## config.mk

```make
export PLATFORM = sky130hd
export DESIGN_NAME = abdd_queue
export DESIGN_NICKNAME = d
export VERILOG_FILES = /design/src/rtl/abdd_pkg.sv /design/src/rtl/abdd_queue.sv
export SDC_FILE = /design/constraint.sdc
export NUM_CORES = 1
export LEC_CHECK = 0
export ABC_AREA = 1
export BUFFER_PORTS_ARGS = -buffer_cell sky130_fd_sc_hd__buf_4
export CORE_MARGIN = 3
export CORE_UTILIZATION = 28
export CTS_BUF_LIST = sky130_fd_sc_hd__clkbuf_16
export CTS_CLUSTER_DIAMETER = 120
export CTS_CLUSTER_SIZE = 16
export DETAILED_ROUTE_END_ITERATION = 8
export PLACE_DENSITY = 0.58
export SETUP_SLACK_MARGIN = 0.4
export SYNTH_ARGS = -nofsm -noshare
export SYNTH_HDL_FRONTEND = slang
export SYNTH_SLANG_ARGS = --single-unit
```

## constraint.sdc

```tcl
create_clock -name clock -period 9.79 [get_ports clock]
set_input_delay 1.4685 -clock clock [delete_from_list [all_inputs] [get_ports clock]]
set_output_delay 1.4685 -clock clock [all_outputs]
set_load 0.01 [all_outputs]
```

## src/rtl/abdd_pkg.sv

```systemverilog
// ----------------------------------------------------------------------------
// abdd_pkg
// Types, constants and elaboration-time helpers for the anchor-box decoder.
// ----------------------------------------------------------------------------
package abdd_pkg;

   localparam int SIG_DEPTH_DEFAULT = 1024;

   localparam logic [7:0]  NUM_CLASSES_RST = 8'd80;
   localparam logic [15:0] BOX_THR_RST     = 16'd32768;
   localparam logic [15:0] CLASS_THR_RST   = 16'd32768;
   localparam logic [15:0] RATIO_RST       = 16'd256;

   localparam int CSR_IDX_W = 3;
   localparam int CSR_DAT_W = 16;

   typedef enum logic [CSR_IDX_W-1:0] {
      REG_NUM_CLASSES = 3'd0,
      REG_BOX_THR     = 3'd1,
      REG_CLASS_THR   = 3'd2,
      REG_RATIO_W     = 3'd3,
      REG_RATIO_H     = 3'd4
   } csr_reg_type;

   localparam logic [8:0] POS_MAX    = 9'd511;
   localparam logic [8:0] POS_OBJ    = 9'd4;
   localparam logic [8:0] POS_CLASS0 = 9'd5;
   localparam logic signed [15:0] LOGIT_MIN = 16'sh8000;

   // one finished cell row handed from the front to the back
   typedef struct packed {
      logic signed [15:0] box_x;
      logic signed [15:0] box_y;
      logic signed [15:0] box_w;
      logic signed [15:0] box_h;
      logic signed [15:0] obj;
      logic signed [15:0] best;
      logic [7:0]         best_pos;
      logic [7:0]         col;
      logic [7:0]         row;
      logic [2:0]         shift;
      logic [9:0]         anc_wid;
      logic [9:0]         anc_hgt;
   } job_type;

   typedef enum logic [2:0] {
      ST_IDLE,
      ST_LOOK,
      ST_CHECK,
      ST_MUL1,
      ST_MUL2,
      ST_MUL3,
      ST_EDGE,
      ST_OUT
   } back_state_type;

   localparam logic [63:0] ONE_Q32    = 64'd4294967296;
   localparam logic [63:0] E_NEG1_Q32 = 64'd1580030169;

   // shift-subtract divide, used only when building the sigmoid table
   function automatic logic [63:0] udiv(input logic [63:0] n, input logic [63:0] d);
      logic [63:0] q;
      logic [64:0] r;
      q = '0;
      r = '0;
      for (int i = 63; i >= 0; i--) begin
         r = {r[63:0], n[i]};
         if (r >= {1'b0, d}) begin
            r = r - {1'b0, d};
            q[i] = 1'b1;
         end
      end
      return q;
   endfunction

   function automatic logic [63:0] exp_neg(input logic [11:0] t);
      logic [63:0] r;
      logic [63:0] n;
      logic [63:0] term;
      logic [63:0] sum;
      logic [63:0] e;
      r = 64'(t[7:0]);
      n = 64'(t[11:8]);
      term = ONE_Q32;
      sum  = ONE_Q32;
      for (int k = 1; k <= 10; k++) begin
         term = udiv(term * r, 64'(256 * k));
         if (k % 2 == 1) sum = sum - term;
         else            sum = sum + term;
      end
      e = sum;
      for (int k = 0; k < 8; k++) begin
         if (64'(k) < n) e = (e * E_NEG1_Q32 + 64'd2147483648) >> 32;
      end
      return e;
   endfunction

   function automatic logic [15:0] sig_entry(input int i, input int depth);
      int          c;
      logic [11:0] mag;
      logic [63:0] e;
      logic [63:0] den;
      logic [63:0] num;
      logic [63:0] p;
      c   = -2048 + int'(udiv(64'(i * 4096 + 2048), 64'(depth)));
      mag = (c < 0) ? 12'(-c) : 12'(c);
      e   = exp_neg(mag);
      den = ONE_Q32 + e;
      num = (c >= 0) ? (ONE_Q32 << 16) : (e << 16);
      p   = udiv(num + (den >> 1), den);
      return (p > 64'd65535) ? 16'hFFFF : p[15:0];
   endfunction

endpackage

```

## src/rtl/abdd_queue.sv

```systemverilog
// ----------------------------------------------------------------------------
// abdd_queue
// Two-entry job queue between the front and the back.
// ----------------------------------------------------------------------------
module abdd_queue (
   input  logic              clock,
   input  logic              reset,
   input  logic              push,
   input  abdd_pkg::job_type push_job,
   output logic              push_ready,
   output logic              pop_valid,
   output abdd_pkg::job_type pop_job,
   input  logic              pop,
   output logic [1:0]        count
);
   import abdd_pkg::*;

   job_type    mem_ff [2];
   logic       wr_ff, rd_ff;
   logic [1:0] cnt_ff;
   logic       do_push, do_pop;

   assign push_ready = cnt_ff != 2'd2;
   assign pop_valid  = cnt_ff != 2'd0;
   assign pop_job    = mem_ff[rd_ff];
   assign do_push    = push & push_ready;
   assign do_pop     = pop & pop_valid;
   assign count      = cnt_ff;

   always_ff @(posedge clock) begin
      if (reset) begin
         wr_ff  <= 1'b0;
         rd_ff  <= 1'b0;
         cnt_ff <= '0;
      end else begin
         if (do_push) wr_ff <= ~wr_ff;
         if (do_pop)  rd_ff <= ~rd_ff;
         cnt_ff <= cnt_ff + {1'b0, do_push} - {1'b0, do_pop};
      end
   end

   always_ff @(posedge clock) begin
      if (do_push) mem_ff[wr_ff] <= push_job;
   end

endmodule

```

# Word level (Yosys, flattened, before mapping)
# Memory sizes are Yosys's and may differ from the RTL's. A register that Yosys moved wholly into a read port is not among the register bits.
# Index checks and enable logic that the tools add are counted.
# word_totals
ff_bits	4
ram_bits	286
in_bits	147
mem_count	1
# classes
add_sub_neg	2
n_eq_ne	1
muxes	4
n_bitwise	4
reduce_logical	1
# mem_list
memory	depth	word_bits	read_ports	rd_ports_with_merged_regs	wr	line_no	source
mem_ff	2	143	1	1	1	abdd_queue.sv:18	job_type mem_ff [2];
# op_table
cell	n
two-way mux 1 bit	4
adder 2 x 1 -> 2 bit	1
bitwise AND 1 bit	2
!= test 2 bit, second input constant	1
inverter 1 bit	2
nonzero test 2 bit	1
subtractor 2 x 1 -> 2 bit	1

# Longest topological paths before layout
# depth
ltp_word	4
ltp_mapped	11
mapped_depth_nobuf	11

# Least setup slack after synthesis
# No wires, ideal clock.
# synth_timing
path_type	input to register
from	input push
to	memory mem_ff[0][0] (netlist bit), enable pin
setup_time_ns	0.647
arrival_time_ns	7.479
t_required_ns	9.143
setup_slack_ns	1.664
stages	2
n_path_buf	0
cell_sequence	nand2_1 -> nor2_1
# synth_via
elab_chain_len	3
# synth_rtl
element	line_no	source
from (decl)	abdd_queue.sv:8	input logic push,
bitwise AND 1 bit	abdd_queue.sv:26	assign do_push = push & push_ready;
two-way mux 1 bit	abdd_queue.sv:43	if (do_push) mem_ff[wr_ff] <= push_job;
two-way mux 1 bit (implied by the code)	abdd_queue.sv:43	
to (decl)	abdd_queue.sv:18	
# Every way passes these cells.

==> impl_metrics.py <==
metrics = {
    "logic_synthesis": {
        "synth_area_leader_cell": "edfxtp_1",
        "synth_area_per_cell_sq_um": 22.49,
        "ys_seq_area_share_pct": 80.14,
        "ys_ff_latch": 291,
        "syn_area_sq_mm": 0.01084,
        "synthCells": 482,
        "yosysTopAreaCellShare_pct": 79.22,
        "synth_fp_nets": 631,
        "ys.warnings.count": 0,
        "netlist_top_cells_area": "edfxtp_1, mux2_4, mux2_2",
        "ys_types": 12,
    },
    "clocking": {
        "htree_levels": 1,
        "clock-sinks": 291,
        "insertion_delay_ps": 520,
        "clkTransAtPathRegs_ps": 70,
        "cts_buffers": 22,
        "ctsLongestPathBuffers": 3,
        "postCtsSetupBuffers": 0,
        "ctsResizeCount": 0,
        "hold_buffers": 0,
        "cts_tree": "done",
        "cts_root_buffer": "clkbuf_16",
    },
    "drt": {
        "top_layer_used": "met4",
        "drt_first_pass_iters": 4,
        "met2_length_mm": 10.65,
        "via_per_inst": 4.080,
        "ant_nets": 0,
        "post_drt_wl_per_cell_um": 17.13,
        "totalWireLength_mm": 22.41,
        "vias": 5336,
        "drt-met1-wl_mm": 8.989,
        "drt-initial-drc-count": 201,
        "wl_met3_mm": 2.147,
        "drc": 0,
    },
    "critical_path": {
        "endpoint_kind": "primary output",
        "crit_arrival_ps": 2680,
        "crit_buf_inv": 2,
        "critPathMaxStageDelay_ps": 860,
        "reg2reg_slack_ps": 7120,
        "cpLargestDelayFamily": "buffers and inverters",
        "critical_path_class": "flop to primary output",
        "r2r_end": "mem_ff[0][130]",
        "worstPathCellList": "buf_4 -> mux2_2 -> buf_4",
        "critPathMaxFanout": 60,
        "start_kind": "flop",
        "slowest_stage": "buf_4",
        "cp.required_ps": 8320,
        "cpMostUsedCell": "buf_4",
        "reg2reg_from": "count[0]",
        "r2r_cells": 5,
    },
    "timing": {
        "fin_setup_tns_ps": 0,
        "period_needed_ps": 4147,
        "rsz0062_at_grt": "no",
        "drv_slew": 0,
        "final-setup-viol-count": 0,
        "post-route-period-util_pct": 42.36,
        "fmax_ghz": 0.2411,
        "skew_ps": 18.94,
        "worst_slack_ps": 5643,
        "tightest_slew_ps": 1009,
        "finalHoldViolCount": 0,
        "relSlewSlack_pct": 32.76,
    },
    "pwr": {
        "power_leakage_uw": 0.005349,
        "internal_power_uw": 2496,
        "pwr-share-clk_pct": 24.2,
        "power.density_mw_per_mm2": 238.3,
        "swShare_pct": 26.37,
        "seqPwrFrac_pct": 48.1,
        "p_total_uw": 3390,
        "ir_drop_mv": 0.2016,
        "power_frac_comb_pct": 27.7,
        "power_switching_uw": 893.8,
    },
    "floorplanning": {
        "die_w_um": 202.8,
        "die_y_um": 202.8,
        "initial_core_util_pct": 28.58,
        "rows": 71,
        "core_area_sq_mm": 0.03793,
        "io_pins": 294,
        "die_area_sq_mm": 0.04112,
    },
    "cells_and_area": {
        "final_area_sq_mm": 0.01422,
        "fillers": 3536,
        "syn2layout_area_growth_pct": 31.18,
        "multi_input_area_sq_mm": 0.001994,
        "layout-drive-gt1-share_pct": 58.79,
        "fin_util_pct": 37.49,
        "seq_area_sq_mm": 0.008692,
        "nNetsFinal": 937,
    },
    "global_routing": {
        "antenna_found_initial": 0,
        "grt-ovfl-total": 0,
        "grt_max_degree": 83,
        "grt_use_total_pct": 10.45,
        "grt_pass1_vias": 5718,
        "grt_pass1_wl_mm": 33.56,
    },
    "placed_design": {
        "gp_congestion": 0.7045,
        "place_ws_ps": 6053,
        "postPlaceCellArea_sq_mm": 0.01360,
        "port_buffers": 293,
        "place_hpwl_mm": 14.84,
    },
    "worst_hold_path": {
        "hold_path.class": "flop to flop",
        "hp-start": "rd_ff",
        "hold_depth": 2,
    },
    "run": {
        "max_cap_violations": 0,
    },
    "outcome": {
        "outcome": "finished, final reports clean",
    },
}
[how the worst max path moves through the flow]
stage | start | end | slack [ps] | depth (start not counted)
2_1_floorplan | push | mem_ff[0][0] | 1660 | 2
3_3_place_gp | push | mem_ff[1][76] | 6070 | 4
3_5_place_dp | push | mem_ff[1][76] | 6050 | 4
4_1_cts | flop | pop_job[59] | 5510 | 3
5_1_grt | flop | pop_job[37] | 5450 | 3
6_report | flop | pop_job[59] | 5640 | 3
[synth_stat cells]
library cell and n:
nand3_1 3, mux2_2 73, mux2_4 70, dfxtp_1 5
inv_1 8, nor2_1 9, buf_2 7, a21oi_1 2
edfxtp_1 286, ha_1 2, nand2_1 8, buf_6 9
[power by group through the flow]
| stage | Combinational [uW] | Clock (uW) | Sequential, uW |
|---|---|---|---|
| after floorplan | 547 | 0 | 1670 |
| after global placement | 960 | 0 | 1660 |
| after detailed placement | 962 | 0 | 1660 |
| after CTS | 966 | 866 | 1640 |
| after global routing | 1010 | 906 | 1650 |
| final | 938 | 820 | 1630 |
[layout make-up]
cell class | count | area share [%]
multi-input combinational | 167 | 14.02
timing repair buffer | 298 | 15.73
inverter | 8 | 0.2463
antenna | 1 | 0.01759
tap | 511 | 4.495
clock inverter | 9 | 0.3255
clock buffer | 23 | 4.047
sequential | 291 | 61.12
[worst min-delay path, stage by stage (launching register included)]
cell	delay [ps]
dfxtp_1	340
nor2_1	60
nor2_1	90
[registers in the layout, indices dropped and copies added, names as in the netlist, named ones only]
signal  cells
mem_ff    286
rd_ff       1
count       2
wr_ff       1
[metal layers]
metal | vias to the layer above | global-route usage, %
li1 | 2497 | -
met2 | 200 | 17.49
met3 | 31 | 4.072
met4 | 0 | 2.846
met5 | - | 0
met1 | 2608 | 12.64
[cell families after synthesis]
logic type	count (synthesis)	share of synthesized area, %
multiplexers	143	17.28
AND/OR/NAND/NOR	20	0.7270
flip-flops	291	80.14
adder cells (fa/ha/maj)	2	0.2308
AO/OA/AOI/OAI	2	0.09233
buffers and inverters	24	1.535
[placed cells by master (no fill, tap or decap)]
master / synthesis / final
a21oi_1: 2 / 2
buf_4: 0 / 298
clkbuf_16: 0 / 23
clkinv_8: 0 / 1
dfxtp_1: 5 / 4
dfxtp_4: 0 / 1
diode_2: 0 / 1
edfxtp_1: 286 / 286
ha_1: 2 / 2
inv_1: 8 / 15
inv_6: 0 / 1
mux2_2: 73 / 73
mux2_4: 70 / 70
nand2_1: 8 / 8
nand3_1: 3 / 3
nor2_1: 9 / 8
nor2_4: 0 / 1
[stage by stage]
stage | hold slack [ps] | std cells
after CTS | 523.5 | 1307
after floorplan | 467.5 | 482
after global routing | 544.5 | 1307
after detailed placement | 493.4 | 1275
final | 521.1 | 1308
after global placement | 484.9 | 1275
Note: power is estimated with default switching activity, not from simulation.
