===== src/rtl/abdd_pkg.sv =====
// ----------------------------------------------------------------------------
// abdd_pkg
// Types, constants and elaboration-time helpers for the anchor-box decoder.
// ----------------------------------------------------------------------------
package abdd_pkg;

   localparam int SIG_DEPTH_DEFAULT = 1024;

   localparam logic [7:0]  NUM_CLASSES_RST = 8'd80;
   localparam logic [15:0] BOX_THR_RST     = 16'd32768;
   localparam logic [15:0] CLASS_THR_RST   = 16'd32768;
   localparam logic [15:0] RATIO_RST       = 16'd256;

   localparam int CSR_IDX_W = 3;
   localparam int CSR_DAT_W = 16;

   typedef enum logic [CSR_IDX_W-1:0] {
      REG_NUM_CLASSES = 3'd0,
      REG_BOX_THR     = 3'd1,
      REG_CLASS_THR   = 3'd2,
      REG_RATIO_W     = 3'd3,
      REG_RATIO_H     = 3'd4
   } csr_reg_type;

   localparam logic [8:0] POS_MAX    = 9'd511;
   localparam logic [8:0] POS_OBJ    = 9'd4;
   localparam logic [8:0] POS_CLASS0 = 9'd5;
   localparam logic signed [15:0] LOGIT_MIN = 16'sh8000;

   // one finished cell row handed from the front to the back
   typedef struct packed {
      logic signed [15:0] box_x;
      logic signed [15:0] box_y;
      logic signed [15:0] box_w;
      logic signed [15:0] box_h;
      logic signed [15:0] obj;
      logic signed [15:0] best;
      logic [7:0]         best_pos;
      logic [7:0]         col;
      logic [7:0]         row;
      logic [2:0]         shift;
      logic [9:0]         anc_wid;
      logic [9:0]         anc_hgt;
   } job_type;

   typedef enum logic [2:0] {
      ST_IDLE,
      ST_LOOK,
      ST_CHECK,
      ST_MUL1,
      ST_MUL2,
      ST_MUL3,
      ST_EDGE,
      ST_OUT
   } back_state_type;

   localparam logic [63:0] ONE_Q32    = 64'd4294967296;
   localparam logic [63:0] E_NEG1_Q32 = 64'd1580030169;

   // shift-subtract divide, used only when building the sigmoid table
   function automatic logic [63:0] udiv(input logic [63:0] n, input logic [63:0] d);
      logic [63:0] q;
      logic [64:0] r;
      q = '0;
      r = '0;
      for (int i = 63; i >= 0; i--) begin
         r = {r[63:0], n[i]};
         if (r >= {1'b0, d}) begin
            r = r - {1'b0, d};
            q[i] = 1'b1;
         end
      end
      return q;
   endfunction

   function automatic logic [63:0] exp_neg(input logic [11:0] t);
      logic [63:0] r;
      logic [63:0] n;
      logic [63:0] term;
      logic [63:0] sum;
      logic [63:0] e;
      r = 64'(t[7:0]);
      n = 64'(t[11:8]);
      term = ONE_Q32;
      sum  = ONE_Q32;
      for (int k = 1; k <= 10; k++) begin
         term = udiv(term * r, 64'(256 * k));
         if (k % 2 == 1) sum = sum - term;
         else            sum = sum + term;
      end
      e = sum;
      for (int k = 0; k < 8; k++) begin
         if (64'(k) < n) e = (e * E_NEG1_Q32 + 64'd2147483648) >> 32;
      end
      return e;
   endfunction

   function automatic logic [15:0] sig_entry(input int i, input int depth);
      int          c;
      logic [11:0] mag;
      logic [63:0] e;
      logic [63:0] den;
      logic [63:0] num;
      logic [63:0] p;
      c   = -2048 + int'(udiv(64'(i * 4096 + 2048), 64'(depth)));
      mag = (c < 0) ? 12'(-c) : 12'(c);
      e   = exp_neg(mag);
      den = ONE_Q32 + e;
      num = (c >= 0) ? (ONE_Q32 << 16) : (e << 16);
      p   = udiv(num + (den >> 1), den);
      return (p > 64'd65535) ? 16'hFFFF : p[15:0];
   endfunction

endpackage


===== src/rtl/abdd_if.sv =====
// ----------------------------------------------------------------------------
// abdd channel interfaces
// Input, result and register-write channels with valid/ready handshake.
// ----------------------------------------------------------------------------
interface abdd_req_if;
   logic               valid;
   logic               ready;
   logic signed [15:0] raw_logit;
   logic [7:0]         grid_col;
   logic [7:0]         grid_row;
   logic [2:0]         stride_shift;
   logic [9:0]         anchor_width;
   logic [9:0]         anchor_height;
   logic               last_in_row;
   modport source (output valid, raw_logit, grid_col, grid_row, stride_shift,
                   anchor_width, anchor_height, last_in_row, input ready);
   modport sink   (input valid, raw_logit, grid_col, grid_row, stride_shift,
                   anchor_width, anchor_height, last_in_row, output ready);
endinterface



===== src/rtl/abdd_front.sv =====
// ----------------------------------------------------------------------------
// abdd_front
// Places each logit in its cell row, keeps box/objectness logits and the
// running best class, and pushes a job at the row's last element.
// ----------------------------------------------------------------------------
module abdd_front (
   input  logic              clock,
   input  logic              reset,
   abdd_req_if.sink          req,
   input  logic [7:0]        num_classes,
   output logic              push,
   output abdd_pkg::job_type push_job,
   input  logic              push_ready,
   output logic [8:0]        position
);
   import abdd_pkg::*;

   logic [8:0]         pos_ff, pos_in;
   logic signed [15:0] box_ff [4];
   logic signed [15:0] box_u  [4];
   logic signed [15:0] obj_ff, obj_u;
   logic signed [15:0] best_ff, best_u, best_in;
   logic [7:0]         bpos_ff, bpos_u, bpos_in;
   logic [8:0]         cls_pos;
   logic               accept;

   assign req.ready = push_ready;
   assign accept    = req.valid & req.ready;
   assign cls_pos   = pos_ff - POS_CLASS0;
   assign position  = pos_ff;

   always_comb begin
      box_u  = box_ff;
      obj_u  = obj_ff;
      best_u = best_ff;
      bpos_u = bpos_ff;
      pos_in = pos_ff;
      if (pos_ff < POS_OBJ) begin
         box_u[pos_ff[1:0]] = req.raw_logit;
      end else if (pos_ff == POS_OBJ) begin
         obj_u = req.raw_logit;
      end else if (cls_pos < {1'b0, num_classes} && req.raw_logit > best_ff) begin
         best_u = req.raw_logit;
         bpos_u = cls_pos[7:0];
      end
      if (pos_ff != POS_MAX) pos_in = pos_ff + 9'd1;
      best_in = best_u;
      bpos_in = bpos_u;
      if (req.last_in_row) begin
         pos_in  = '0;
         best_in = LOGIT_MIN;
         bpos_in = '0;
      end
   end

   assign push = accept & req.last_in_row;
   always_comb begin
      push_job.box_x    = box_u[0];
      push_job.box_y    = box_u[1];
      push_job.box_w    = box_u[2];
      push_job.box_h    = box_u[3];
      push_job.obj      = obj_u;
      push_job.best     = best_u;
      push_job.best_pos = bpos_u;
      push_job.col      = req.grid_col;
      push_job.row      = req.grid_row;
      push_job.shift    = req.stride_shift;
      push_job.anc_wid  = req.anchor_width;
      push_job.anc_hgt  = req.anchor_height;
   end

   always_ff @(posedge clock) begin
      if (reset) begin
         pos_ff  <= '0;
         best_ff <= LOGIT_MIN;
         bpos_ff <= '0;
      end else if (accept) begin
         pos_ff  <= pos_in;
         best_ff <= best_in;
         bpos_ff <= bpos_in;
      end
   end

   always_ff @(posedge clock) begin
      if (accept) begin
         box_ff <= box_u;
         obj_ff <= obj_u;
      end
   end

endmodule


===== src/flat_wrapper.sv =====
// flat-port wrapper written by rule: the top's interface ports become plain ports
module abdd_front_flat import abdd_pkg::*;
  (clock, reset, num_classes, push, push_job, push_ready, position, req_valid, req_raw_logit, req_grid_col, req_grid_row, req_stride_shift, req_anchor_width, req_anchor_height, req_last_in_row, req_ready);
  abdd_req_if req_i ();
  input  logic clock;
  input  logic reset;
  input  logic [7:0] num_classes;
  output logic push;
  output abdd_pkg::job_type push_job;
  input  logic push_ready;
  output logic [8:0] position;
  input wire logic [$bits(req_i.valid)-1:0] req_valid;
  input wire logic [$bits(req_i.raw_logit)-1:0] req_raw_logit;
  input wire logic [$bits(req_i.grid_col)-1:0] req_grid_col;
  input wire logic [$bits(req_i.grid_row)-1:0] req_grid_row;
  input wire logic [$bits(req_i.stride_shift)-1:0] req_stride_shift;
  input wire logic [$bits(req_i.anchor_width)-1:0] req_anchor_width;
  input wire logic [$bits(req_i.anchor_height)-1:0] req_anchor_height;
  input wire logic [$bits(req_i.last_in_row)-1:0] req_last_in_row;
  output wire logic [$bits(req_i.ready)-1:0] req_ready;
  assign req_i.valid = req_valid;
  assign req_i.raw_logit = req_raw_logit;
  assign req_i.grid_col = req_grid_col;
  assign req_i.grid_row = req_grid_row;
  assign req_i.stride_shift = req_stride_shift;
  assign req_i.anchor_width = req_anchor_width;
  assign req_i.anchor_height = req_anchor_height;
  assign req_i.last_in_row = req_last_in_row;
  assign req_ready = req_i.ready;
  abdd_front u_core (.clock(clock), .reset(reset), .req(req_i), .num_classes(num_classes), .push(push), .push_job(push_job), .push_ready(push_ready), .position(position));
endmodule

===== config.mk =====
export PLATFORM = sky130hd
export DESIGN_NAME = abdd_front_flat
export DESIGN_NICKNAME = d
export VERILOG_FILES = /design/src/rtl/abdd_pkg.sv /design/src/rtl/abdd_if.sv /design/src/rtl/abdd_front.sv /design/src/flat_wrapper.sv
export SDC_FILE = /design/constraint.sdc
export NUM_CORES = 1
export LEC_CHECK = 0
export BUFFER_PORTS_ARGS = -buffer_cell sky130_fd_sc_hd__buf_2
export CORE_ASPECT_RATIO = 1.4
export CORE_MARGIN = 8
export CORE_UTILIZATION = 40
export CTS_BUF_LIST = sky130_fd_sc_hd__clkbuf_16
export CTS_CLUSTER_SIZE = 16
export DETAILED_ROUTE_END_ITERATION = 6
export PLACE_DENSITY = 0.78
export SLEW_MARGIN = 20
export SYNTH_ARGS = -nofsm -noshare
export SYNTH_HDL_FRONTEND = slang
export SYNTH_SLANG_ARGS = --single-unit

===== constraint.sdc =====
create_clock -name clock -period 3.7 [get_ports clock]
set_input_delay 0.555 -clock clock [delete_from_list [all_inputs] [get_ports clock]]
set_output_delay 0.555 -clock clock [all_outputs]
set_load 0.005 [all_outputs]

Yosys cells after proc, flatten, opt, wreduce, memory -nomap -nowiden:

Index checks and enable logic that the tools add are counted.
Widths: inputs -> output; s select.

* bits of input ports: 68
* output and inout port bits: 154
* flip-flop bits (word level): 113
* word-level logic and storage cells: 40

* eq/ne operators: 2
* bitwise operators: 3
* magnitude comparators: 5
* multiplexer cells: 16
* reduce and logical (&&, ||, !) cells: 4
* add/sub/neg operators: 2

Operator list (count)
* $mux 16: 7
* $bwmux 64: 1
* $mux 64: 1
* $demux 16 s2: 1
* $mux 8: 4
* $mux 9: 2
* $gt 16x16->1: 1
* $add 9x1->9 const B: 1
* $eq 9x3->1 const B: 1
* $lt 9x3->1 const B: 1
* $lt 9x8->1: 1
* $ne 9x9->1 const B: 1
* $sub 9x3->9 const B: 1
* $ge 3x3->1 const B: 1
* $lt 3x1->1 const B: 1
* $not 2->3: 1
* $and 1x1->1: 2
* $logic_and 1x1->1: 2
* $reduce_and 2->1: 1
* $reduce_bool 2->1: 1

Longest topological paths before layout:

* depth after elaboration: 7
* depth in mapped cells: 15

Worst setup path before layout:

No wires, ideal clock.

* path type: input to register
* from: input req_valid
* to: register u_core.best_ff[3]
* stages: 6
* setup slack: -0.085 ns
* setup time: 0.070 ns
* data arrival time: 3.714 ns
* path through: nand2_1 > inv_1 > clkbuf_1 > and3_1 > a22oi_1 > a21oi_1

* word-level cells in the longest chain between the ends: 1

Ends and longest elaborated chain
* start, declared: line flat_wrapper.sv:12 `input wire logic [$bits(req_i.valid)-1:0] req_valid;`
* $and 1x1->1: line abdd_front.sv:28 `assign accept = req.valid & req.ready;`
* via u_core.accept: line abdd_front.sv:25 `logic accept;`
* end signal, assigned: line abdd_front.sv:79 `best_ff <= best_in;`
* end, declared: line abdd_front.sv:22 `logic signed [15:0] best_ff, best_u, best_in;`

The timed path passes the listed nets, and every way through them passes these cells.
A chain may end at the register's enable or synchronous reset.

==> results.md <==
- The synthesis warning total is 0.
- The final max-slew violation count came to 0.
- Relative to the synthesized area, the layout overhead comes to 29.8%.
- The flow ran to the end, and the final reports show no timing, DRC or antenna violations.
- The gate count after technology mapping is 558.
- Of the total power, combinational logic draws 0.099.
- Of the total synthesized cell area, the portion taken by full adders, half adders and majority gates is 0.0580.
- Setup repair after global routing could not meet its margin everywhere.
- The proportion of register bits with asynchronous set or reset after synthesis is 0.
- The slowest stage of the critical path belongs to the cell sky130_fd_sc_hd__dfxtp_2.
- Global routing finished with a remaining overflow of 0.
- The number of global-route vias before repair is 4853.
- The routed layout has 4871 vias.
- The maximum clock frequency is 0.271 GHz.
- The core outline area is 15500 sq um.
- Clock-pin slew was measured on the worst setup and hold paths at 0.06 ns.
- The cell sitting at the root of the clock tree is a sky130_fd_sc_hd__clkbuf_16.
- The number of nets still failing antenna checks after routing is 0.
- The first routing iteration left 281 violations.
- The flip-flop cell with the highest count after synthesis is sky130_fd_sc_hd__edfxtp_1.
- The startpoint class of the critical path is a flip-flop.
- The transition time at the pin with the least slew margin is 0.919 ns.
- The largest voltage drop on the vdd net is 323 uV.
- The final setup skew is 0.0153 ns.
- The number of antenna diodes in the final layout is 0.
- Max-cap violations in this run came to 0.
- The synthesized design contains 80 enable-type register cells.
- For this run, design rule violations remaining after detail routing come to 0.
- In this run the mean area of a mapped cell was 11.2 sq um.
- Of the total synthesized cell area, the portion taken by AND, OR, NAND and NOR gates is 0.105.
- The via density per instance is 5.38.
- The tightest slew margin relative to the limit is 0.386.
- The count of boundary I/O pins is 222.
- Summing all placed instances gives a cell area of 7060 sq um.
- The initial utilization of the core area, before any placement, comes to 0.404.
- The register bit count reported by yosys is 113.
- In the final routed layout, each cell accounts on average for 19.5 um.
- The net count after synthesis is 655.
- The data required time at the worst endpoint is 3.14 ns.
- After routing the design area is 8120 sq um.
- The leakage power figure is 3.24 nW.
- Dividing the final minimum period by the clock period gives 0.997.
- The die extent in x is 122 um.
- The synthesized-area fraction occupied by ao, oa, aoi and oai cells is 0.0996.
- The routability congestion estimate from global placement is 0.832.
- In the final design database the tool counted 793 nets.
- In this run, distinct cell masters in the synthesized netlist total 41.
- For this design the total switching power over the nets is 0.813 mW.
- The clock tree synthesis step divided the H-tree into 4 levels.
- In the final layout, the share of cells above drive strength 1 is 0.504.
- During placement, the flow inserted port buffers numbering 143.
- The clock network fraction of total power is 0.480.
- The overall die height is 164 um.
- The global-route total usage across every layer is 0.172.
- The die covers 20000 sq um.
- The global-route wire length before repair is 26200 um.
- Entering global routing, the biggest net connects 35 pins.
- The category of the most critical setup path is reg2out.
- The switching fraction of total power is 0.242.
- The maximum clock insertion buffer count is 2.
- Of the post-synthesis cell area, the part taken by muxes is 0.148.
- Buffers inserted to repair hold after CTS numbered 0.
- The post-layout utilization of the core is 0.525.
- In this design, the stage delay of the slowest critical-path cell is 0.33 ns.
- The initialized floorplan defines 54 standard-cell rows.
- The routed design could run at a clock period as short as 3.69 ns.
- The insertion delay of the later-clocked pin in the worst-skew pair is 0.41 ns.
- The synthesized netlist occupies a cell area of 6260 sq um.
- The post-synthesis sequential area ratio is 0.490.
- The data arrival time of the critical path is 3.14 ns.
- The total number of clock tree sinks is 113.
- The CTS buffer count is 17.
- The setup-violating endpoint count in the final report is 0.
- The min-delay analysis places its worst path in the category reg2reg.
- Of the total synthesized cell area, the portion taken by XOR and XNOR cells is 0.0126.
- The power density over cell area is 413 nW/um^2.
- The detailed-router iteration count before antenna repair is 5.
- The sum of routed wire length over all layers is 17700 um.
- The biggest fanout along the worst timing path is 7.
- Of the total power, registers draw 0.421.
- Internal power comes to 2.54 mW.
- The clock tree from TritonCTS is built.
- The signal on the critical path passes through inv_2 > ha_4 > xnor2_2 > ha_1 > a21o_1 > a31oi_1 > o21a_1 > o21ai_2 > a221oi_4 > buf_6 > buf_12 > buf_12 > mux2_4 > buf_6.
- The nature of the critical path endpoint is a primary output.
- The number of hold violations in the final report is 0.
- The design draws 3.36 mW.
- The number of antenna violations at the first check in global routing is 0.
- The main combinational cell family by area after synthesis is multiplexers.
- Detailed placement finished with a half-perimeter wire length of 12200 um.
[metrics by stage]
stage	hold WS (ns)	setup slack (ns)	instances	TNS [ns]
6_report	0.478	0.00978	905	0
5_1_grt	0.491	-0.157	905	-2.19
4_1_cts	0.475	0.00174	901	0
3_5_place_dp	0.465	0.0429	859	0
3_3_place_gp	0.454	0.114	859	0
2_1_floorplan	0.446	0.0384	558	0
[placed cells by master (no fill, tap or decap), types with 3 or more instances in the layout]
master                       Yosys  final
sky130_fd_sc_hd__o21ai_1         0      8
sky130_fd_sc_hd__dfxtp_1        33     30
sky130_fd_sc_hd__a21oi_2         0      3
sky130_fd_sc_hd__nand2_2         0     13
sky130_fd_sc_hd__o21ai_0        25      8
sky130_fd_sc_hd__clkinv_2        0      3
sky130_fd_sc_hd__inv_6           0      3
sky130_fd_sc_hd__buf_2           2    138
sky130_fd_sc_hd__and3_1         13     13
sky130_fd_sc_hd__clkinv_4        0      3
sky130_fd_sc_hd__nand2_1        39     26
sky130_fd_sc_hd__ha_1           29     22
sky130_fd_sc_hd__nor3_1          6      6
sky130_fd_sc_hd__a21oi_1        40     36
sky130_fd_sc_hd__xor2_1          6      6
sky130_fd_sc_hd__buf_12          0      3
sky130_fd_sc_hd__clkinvlp_4      0      5
sky130_fd_sc_hd__inv_2           0      3
sky130_fd_sc_hd__nor4_2          1      3
sky130_fd_sc_hd__a32oi_1         6      6
sky130_fd_sc_hd__nand3_1         4      4
sky130_fd_sc_hd__buf_6           2      7
sky130_fd_sc_hd__ha_4            0      7
sky130_fd_sc_hd__a31oi_1         3      3
sky130_fd_sc_hd__nand4_1         7      7
sky130_fd_sc_hd__o21ai_2         0      9
sky130_fd_sc_hd__clkbuf_16       0     19
sky130_fd_sc_hd__edfxtp_1       80     80
sky130_fd_sc_hd__nor2_1         16     14
sky130_fd_sc_hd__a22oi_1        17     17
sky130_fd_sc_hd__buf_4          42     38
sky130_fd_sc_hd__dfxtp_2         0      3
sky130_fd_sc_hd__inv_1          29     25
sky130_fd_sc_hd__or3_1          16     16
sky130_fd_sc_hd__mux2_4          0      7
sky130_fd_sc_hd__nand3b_1        9      9
sky130_fd_sc_hd__mux2_2         82     75
[cell usage after synthesis, drive strengths merged (7+ instances only)]
cell type | n | area share
or3 | 16 | 0.016
and3 | 13 | 0.013
nand2 | 39 | 0.023
edfxtp | 80 | 0.38
a22oi | 17 | 0.020
nand4 | 7 | 0.0070
mux2 | 82 | 0.15
clkbuf | 24 | 0.014
ha | 29 | 0.058
nor3 | 7 | 0.0064
inv | 29 | 0.017
nand3b | 9 | 0.011
a21oi | 40 | 0.032
buf | 47 | 0.056
o21ai | 25 | 0.020
nor2 | 16 | 0.0096
dfxtp | 33 | 0.11
[path summary, 6_finish.rpt]
| path | start | to | slack (ns) | depth (start not counted) |
|---|---|---|---|---|
| worst max-delay path | u_core.position[1] | push_job[45] | 0.01 | 14 |
| worst min-delay path | u_core.best_ff[4] | u_core.best_ff[4] | 0.48 | 2 |
| worst max register to register | u_core.best_ff[10] | u_core.best_ff[9] | 0.65 | 13 |
| worst min register to register | u_core.best_ff[4] | u_core.best_ff[4] | 0.48 | 2 |
[layer usage]
metal | track usage | part of all wire | up-vias | wire [um]
li1 | - | - | 2300 | -
met1 | 0.184 | 0.39 | 2326 | 6840
met2 | 0.291 | 0.50 | 196 | 8860
met3 | 0.0526 | 0.070 | 49 | 1230
met4 | 0.105 | 0.043 | 0 | 760
met5 | 0 | 0 | - | 0
[power by group through the flow]
stage                     registers, mW  logic, mW  clock network [mW]
after global placement             1.44      0.310                   0
after CTS                          1.41      0.329                1.64
after global routing               1.42      0.360                1.70
after detailed placement           1.44      0.314                   0
final                              1.41      0.331                1.61
after floorplan                    1.44      0.195                   0
[worst max-delay path, delay by kind of cell (launching register included)]
family / cells / cell delay (ns)
compound gates: 5 / 0.84
buf+inv: 5 / 0.58
fa+ha+maj: 2 / 0.47
flops: 1 / 0.33
mux: 1 / 0.30
xor+xnor: 1 / 0.20
[sequential cells by signal, summed over array words and instances, names as in the netlist]
signal / count
u_core.box_ff: 64
u_core.best_ff: 16
u_core.obj_ff: 16
u_core.position: 9
u_core.bpos_ff: 8
[repair_timing]
item,CTS,global route
endpoints found under the setup margin,24,24
cloned,1,2
pin swaps,8,7
buffers inserted,9,2
resized for setup,28,56
[final cells by class]
cell class	count	area (sq um)
fill	1368	7350
sequential	113	3070
multi-input combinational	345	2890
timing repair buffer	190	1220
clock buffer	17	425
tap	196	245
clock inverter	15	160
inverter	29	110
[cell families (layout without fill, tap and decap cells)]
group,Yosys count,in the layout
simple gates,124,124
flops,113,113
buf+inv,100,251
fa+ha+maj,29,29
compound gates,101,101
xor+xnor,9,9
mux,82,82
Note: power is estimated with default switching activity, not from simulation.
